[src/rtl/cau_pkg.sv]
package cau_pkg;

    localparam int FRAC_BITS = 16;
    localparam int DW = 32;
    localparam int PW = 2 * DW;
    localparam int SW = PW + 1;
    localparam int NW = SW - 1;
    localparam int QW = 41;
    localparam int DIV_STEPS = NW + FRAC_BITS;
    localparam int SQ_STEPS = DW;
    localparam int PIPE = DIV_STEPS + 4;

    localparam logic [2:0] OP_ADD = 3'd0;
    localparam logic [2:0] OP_SUB = 3'd1;
    localparam logic [2:0] OP_MUL = 3'd2;
    localparam logic [2:0] OP_DIV = 3'd3;
    localparam logic [2:0] OP_MAG = 3'd4;
    localparam logic [2:0] OP_CONJ = 3'd5;
    localparam logic [2:0] OP_EQ = 3'd6;

    typedef struct packed {
        logic neg;
        logic [NW:0] mag;
    } smag_t;

    typedef struct packed {
        logic sat;
        logic [DW-1:0] val;
    } clamp_t;

    function automatic clamp_t clamp_sm(input logic neg, input logic [NW:0] mag);
        clamp_t r;
        r.sat = 1'b0;
        if (!neg && mag > (NW+1)'(32'h7fff_ffff)) begin
            r.sat = 1'b1;
            r.val = 32'h7fff_ffff;
        end else if (neg && mag > (NW+1)'(33'h0_8000_0000)) begin
            r.sat = 1'b1;
            r.val = 32'h8000_0000;
        end else if (neg) begin
            r.val = DW'(~mag + 1'b1);
        end else begin
            r.val = mag[DW-1:0];
        end
        return r;
    endfunction

endpackage

[src/rtl/cau_sqrt.sv]
module cau_sqrt
(
    input  logic                     clk,
    input  logic                     rst_n,
    input  logic                     in_valid,
    input  logic [cau_pkg::PW-1:0]   rad,
    output logic [cau_pkg::DW-1:0]   root
);

    localparam int N = cau_pkg::SQ_STEPS;
    localparam int PW = cau_pkg::PW;
    localparam int DW = cau_pkg::DW;

    logic [PW-1:0] x_reg [N+1];
    logic [DW+1:0] rem_reg [N+1];
    logic [DW-1:0] r_reg [N+1];
    logic          v_reg [N+1];

    always_comb
    begin
        x_reg[0] = rad;
        rem_reg[0] = '0;
        r_reg[0] = '0;
        v_reg[0] = in_valid;
    end

    // digit-by-digit root, one result bit per stage
    for (genvar i = 0; i < N; i++) begin : g_step
        logic [DW+1:0] t;
        logic [DW+1:0] trial;
        logic          ok;
        assign t = {rem_reg[i][DW-1:0], x_reg[i][PW-1:PW-2]};
        assign trial = {r_reg[i], 2'b01};
        assign ok = t >= trial;
        always_ff @(posedge clk or negedge rst_n)
        begin
            if (!rst_n)
                v_reg[i+1] <= 1'b0;
            else
                v_reg[i+1] <= v_reg[i];
        end
        always_ff @(posedge clk)
        begin
            if (v_reg[i])
            begin
                x_reg[i+1] <= {x_reg[i][PW-3:0], 2'b00};
                rem_reg[i+1] <= ok ? t - trial : t;
                r_reg[i+1] <= {r_reg[i][DW-2:0], ok};
            end
        end
    end

    assign root = r_reg[N];

endmodule

[config.mk]
export PLATFORM = sky130hd
export DESIGN_NAME = cau_sqrt
export DESIGN_NICKNAME = d
export VERILOG_FILES = /design/src/rtl/cau_pkg.sv /design/src/rtl/cau_sqrt.sv
export SDC_FILE = /design/constraint.sdc
export NUM_CORES = 2
export LEC_CHECK = 0
export BUFFER_PORTS_ARGS = -buffer_cell sky130_fd_sc_hd__clkbuf_2
export CAP_MARGIN = 20
export CORE_MARGIN = 8
export CORE_UTILIZATION = 57
export CTS_BUF_LIST = sky130_fd_sc_hd__clkbuf_2 sky130_fd_sc_hd__clkbuf_4 sky130_fd_sc_hd__clkbuf_8
export DETAILED_ROUTE_END_ITERATION = 12
export GPL_TIMING_DRIVEN = 0
export PLACE_DENSITY = 0.73
export SETUP_SLACK_MARGIN = 0.1
export SLEW_MARGIN = 20
export SYNTH_ARGS = -nofsm -noshare
export SYNTH_HDL_FRONTEND = slang
export SYNTH_SLANG_ARGS = --single-unit
[constraint.sdc]
create_clock -name clk -period 4.8 [get_ports clk]
set_clock_uncertainty 0.1 [all_clocks]
set_input_delay 0.24 -clock clk [delete_from_list [all_inputs] [get_ports clk]]
set_output_delay 0.24 -clock clk [all_outputs]
set_load 0.01 [all_outputs]
# After elaboration in Yosys (flattened, before gate mapping)
# Cells that the tools add are included.
# op_classes
shifts	0
order_cmp	32
n_mux	31
n_eq_ne	0
multipliers	0
n_reduce_logical	0
n_addsub	31
bitwise_logic	0
div_mod_pow	0
# op_table
operator	count
2-to-1 mux 32 bit	30
greater-or-equal comparator 34 x 10 -> 1 bit	1
greater-or-equal comparator 34 x 11 -> 1 bit	1
greater-or-equal comparator 34 x 12 -> 1 bit	1
greater-or-equal comparator 34 x 13 -> 1 bit	1
greater-or-equal comparator 34 x 14 -> 1 bit	1
greater-or-equal comparator 34 x 15 -> 1 bit	1
greater-or-equal comparator 34 x 16 -> 1 bit	1
greater-or-equal comparator 34 x 17 -> 1 bit	1
greater-or-equal comparator 34 x 18 -> 1 bit	1
greater-or-equal comparator 34 x 19 -> 1 bit	1
greater-or-equal comparator 34 x 20 -> 1 bit	1
greater-or-equal comparator 34 x 21 -> 1 bit	1
greater-or-equal comparator 34 x 22 -> 1 bit	1
greater-or-equal comparator 34 x 23 -> 1 bit	1
greater-or-equal comparator 34 x 24 -> 1 bit	1
greater-or-equal comparator 34 x 25 -> 1 bit	1
greater-or-equal comparator 34 x 26 -> 1 bit	1
greater-or-equal comparator 34 x 27 -> 1 bit	1
greater-or-equal comparator 34 x 28 -> 1 bit	1
greater-or-equal comparator 34 x 29 -> 1 bit	1
greater-or-equal comparator 34 x 3 -> 1 bit	1
greater-or-equal comparator 34 x 30 -> 1 bit	1
greater-or-equal comparator 34 x 31 -> 1 bit	1
41 further kinds	41
# totals
mem_bits_ro	0
output_inout_bits	32
in_bits	67
word_cells	220
reg_bits	2514
latchBits	0
mem_bits_rw	0
n_memories	0

# Longest topological paths before layout
# depth
ltp_word	2
mapped_depth	15
mapped_depth_nobuf	13

# Least setup slack after synthesis
# OpenSTA, ideal clock, no wires.
# synth_timing
path_type	reg2reg
from	register rem_reg, in the netlist g_step[30].t[5]
to	register rem_reg, in the netlist g_step[31].t[26] (data pin)
path_buffers	1
arrival_ns	3.304
slack_ns	1.137
period_less_slack_ns	3.663
setup_time_ns	0.260
required_time_ns	4.440
stages_incl_launch_ff	12
path_cell_list	edfxtp_1 ha_1 a211oi_1 o21ai_1 o21a_1 o31ai_1 o41ai_1 a211oi_1 o41ai_1 a21oi_1 buf_2 mux2_2
# synth_via
elab_chain_len	2
word_cells_on_any_way	3
# synth_lines
element	line_no	text
from (decl)	cau_sqrt.sv:15	logic [DW+1:0] rem_reg [N+1];
from (signal, indexed assignment)	cau_sqrt.sv:47	rem_reg[i+1] <= ok ? t - trial : t;
subtractor 32 bit or greater-or-equal comparator 34 x 32 -> 1 bit (tied branches)	cau_sqrt.sv:47, cau_sqrt.sv:34	
2-to-1 mux 32 bit *	cau_sqrt.sv:47	
# Every way passes the cells marked *; elsewhere a longest branch is shown, timed or not.
# A chain may end at the register's enable or synchronous reset.

# Final worst setup path
# layout_timing
from	register r_reg, in the netlist g_step[19].trial[2]
to	register rem_reg, in the netlist g_step[20].t[9] (data pin)
# layout_via
elab_chain_len	2
word_cells_on_any_way	3
# layout_lines
element	line_no	text
from (decl)	cau_sqrt.sv:16	logic [DW-1:0] r_reg [N+1];
from (signal, indexed assignment)	cau_sqrt.sv:48	r_reg[i+1] <= {r_reg[i][DW-2:0], ok};
greater-or-equal comparator 34 x 21 -> 1 bit	cau_sqrt.sv:34	assign ok = t >= trial;
via g_step[19].ok	cau_sqrt.sv:31	logic ok;
2-to-1 mux 32 bit	cau_sqrt.sv:47	
# The timed path passes the listed nets, and every way through them passes these cells.

==> impl_metrics.yaml <==
outcome:
  status: "complete, no violations"
sta:
  report.final.hold_viol_count: 0
  slew_viol_final: 0
  fin_crit_ns: 4.53
  rsz0062_at_grt: "true"
  fmax_mhz: 221
  worstMarginPinSlew_ns: 1.04
  period_share_pct: 94.4
  setup_slack_ns: 0.270
  maxSlewHeadroom_pct: 30.4
  setup_violations: 0
detailed_routing:
  wl_mm: 262
  avgRoutedWirePerCell_um: 21.2
  drt_first_pass_iters: 7
  via_count: 70700
  route.antenna.remaining_nets: 0
  drc_errors: 0
  via_per_inst: 5.71
  drtIter0Drc: 5946
cts:
  cts_root_buf: "clkbuf_8"
  clock_sinks: 2497
  cts_buffers: 410
  insertion_delay_ns: 1.10
  clk_path_buf_depth: 4
  clk_pin_slew_ns: 0.06
  cts_tree: "done"
  htree_levels: 5
pwr:
  p_int_mw: 36.3
  swShare_pct: 23.7
  ir_drop_mv: 0.316
  p_per_area_nw_per_um2: 368
  pwr-share-comb_pct: 7.7
  p_seq_share_pct: 55.2
  power.leakage_nw: 51.3
  p_clk_share_pct: 37.2
  switchingPower_mw: 11.3
logic_synthesis:
  synth_cell_types: 89
  synthesis.area_sq_um: 115000
  ys_ff_latch: 2497
  synth_area_per_cell_sq_um: 13.2
  yosysTopAreaCell: "edfxtp_1"
  synth_edf_count: 2466
  syn_nets: 9365
  async_flop_share_pct: 1.24
  yosysWarnings: 0
  synth.top_cell.area_share_pct: 64.4
  ys.flop_type: "edfxtp_1"
  synth.area.top_cells: "edfxtp_1 (64%), ha_1 (6.1%), xnor2_1 (3.2%), xor2_1 (2.8%), a21oi_1 (2.6%)"
  syn_inst: 8737
  ys_seq_area_share_pct: 65.1
cells_and_area:
  area_growth_syn_to_layout_pct: 12.2
  largest_reg_flops: 1008
  fin_cells: 12400
  filler_cell_count: 14700
  post_route_cells_drive_above_1_share_pct: 9.80
  final_util_pct: 64.1
  final-seq-area_sq_um: 74900
  multi_input_area_sq_um: 37000
  fin_nets: 10000
global_routing:
  grt_pass1_vias: 71100
  grt_first_pass_wirelength_mm: 402
  grt_start_max_net_pins: 64
  antenna_found_initial: 17
  overflow: 0
  grt_usage_pct: 23.7
floorplanning:
  core_area_sq_um: 201000
  die_h_um: 465
  die_x_um: 465
  rows: 165
  dieArea_sq_um: 216000
  io_pins: 99
  initial_core_util_pct: 57.1
flow_run:
  cap_violations: 0
worst_setup_path:
  cp-start-kind: "register"
  critPathKind: "reg2reg"
  crit_fanout: 10
  arrival_ns: 5.17
  endpoint_kind: "register"
  required_ns: 5.44
place:
  hpwlAfterDp_mm: 194
  globalplace.congestion: 0.955
  dpl.cell_count: 11500
  io_buffers: 98
  place_ws_ns: -0.581
min_path:
  hp-class: "in2reg"
-- cells in the final DEF, fill, tap and decap left out, types with 35 or more instances in the layout --
| master | instances |
|---|---|
| a31oi_1 | 39 |
| or2_2 | 35 |
| ha_1 | 561 |
| xnor2_1 | 417 |
| nor4_1 | 93 |
| mux2_2 | 58 |
| nor3_1 | 193 |
| or4_1 | 43 |
| nor2_1 | 547 |
| clkbuf_4 | 122 |
| o211ai_1 | 39 |
| xor2_1 | 364 |
| o21a_1 | 111 |
| dlygate4sd3_1 | 133 |
| clkbuf_8 | 428 |
| clkbuf_2 | 106 |
| mux2_1 | 72 |
| nand2_1 | 510 |
| or3_1 | 85 |
| o21ai_0 | 325 |
| a211oi_1 | 35 |
| clkbuf_1 | 133 |
| nor2b_1 | 81 |
| clkinv_1 | 86 |
| clkinv_2 | 54 |
| o31ai_1 | 47 |
| inv_1 | 705 |
| edfxtp_1 | 2466 |
| o21bai_1 | 37 |
| nand4_1 | 104 |
| a21o_1 | 239 |
| a21oi_1 | 599 |
| nand2b_1 | 110 |
| nand3_1 | 132 |
| o21ai_1 | 79 |
| and3_1 | 40 |
-- kinds of logic after synthesis --
family	count (synthesis)	synth area share [%]
multiplexers	142	1.38
adder cells (fa/ha/maj)	561	6.10
AND/OR/NAND/NOR	2115	9.11
buffers and inverters	872	2.85
flip-flops	2497	65.1
AO/OA/AOI/OAI	1768	9.53
XOR/XNOR	781	5.95
other	1	0.00326
-- per-layer routing --
metal	GRT usage, %	part of all wire [%]
met1	30.6	42
met2	40.5	48
met3	4.39	5.9
met4	8.56	3.5
met5	0	0
-- through the flow --
step	power, mW	cell area, sq um	hold slack (ns)	TNS [ns]
3_3_place_gp	30.0	119000	0.300	-47.28
5_1_grt	49.4	129000	0.0623	0
4_1_cts	47.9	129000	0.0154	0
2_1_floorplan	28.8	115000	-0.156	0
6_report	47.5	129000	0.128	0
3_5_place_dp	30.1	120000	0.305	-15.57
-- layout make-up --
type	count	share of cell area (%)
Timing Repair Buffer	265	2.09
Buffer	156	0.473
Clock buffer	547	5.26
Clock inverter	159	0.713
Sequential cell	2497	58.1
Antenna cell	6	0.0116
Tap cell	2672	2.59
Multi-Input combinational cell	5368	28.7
Inverter	715	2.08
-- worst paths after layout --
kind                                          start         endpoint  slack, ns  depth (start not counted)
worst max-delay path            g_step[19].trial[2]  g_step[20].t[9]       0.27                         12
worst min-delay path                       in_valid      x_reg[1991]       0.13                          3
worst max register to register  g_step[19].trial[2]  g_step[20].t[9]       0.27                         12
worst min register to register          x_reg[1265]      x_reg[1203]       0.29                          0
max in group asynchronous                     rst_n        v_reg[26]       4.17                          4
min in group asynchronous                     rst_n        v_reg[11]       0.15                          4
-- synthesized netlist by cell type, types with 85 or more instances --
cell type / number
nor4_1: 95
nor3_1: 193
nand3_1: 133
o21a_1: 111
or3_1: 85
xor2_1: 364
xnor2_1: 417
o21ai_0: 325
a21oi_1: 605
nor2_1: 547
nand2_1: 510
nand4_1: 104
inv_1: 705
ha_1: 561
nand2b_1: 110
clkbuf_1: 142
a21o_1: 239
edfxtp_1: 2466
-- power by group through the flow --
stage / Combinational, mW / Clock [mW] / Sequential (mW)
final: 3.65 / 17.7 / 26.2
after global routing: 4.02 / 19.0 / 26.3
after CTS: 3.62 / 18.0 / 26.2
after detailed placement: 3.50 / 0 / 26.6
after global placement: 3.09 / 0 / 27.0
after floorplan: 2.39 / 0 / 26.4
-- worst max-delay path: stages (launching register included) --
cell and delay [ns]:
edfxtp_1 0.66, inv_1 0.10, ha_1 0.39, nor2b_1 0.19, o31ai_1 0.31, a21oi_1 0.14
o21bai_1 0.38, a21bo_2 0.23, a21oi_1 0.10, nand2b_1 0.28, buf_2 0.27, clkbuf_2 0.40
a21oi_1 0.67
-- timing repair --
item / CTS / global route
cloned: 0 / 0
hold buffers: 134 / 0
setup endpoints to repair: 122 / 115
buffers inserted: 0 / 0
resized for setup: 17 / 19
hold endpoints to repair: 163 / 0
No activity file was read; power rests on OpenSTA's default activity.
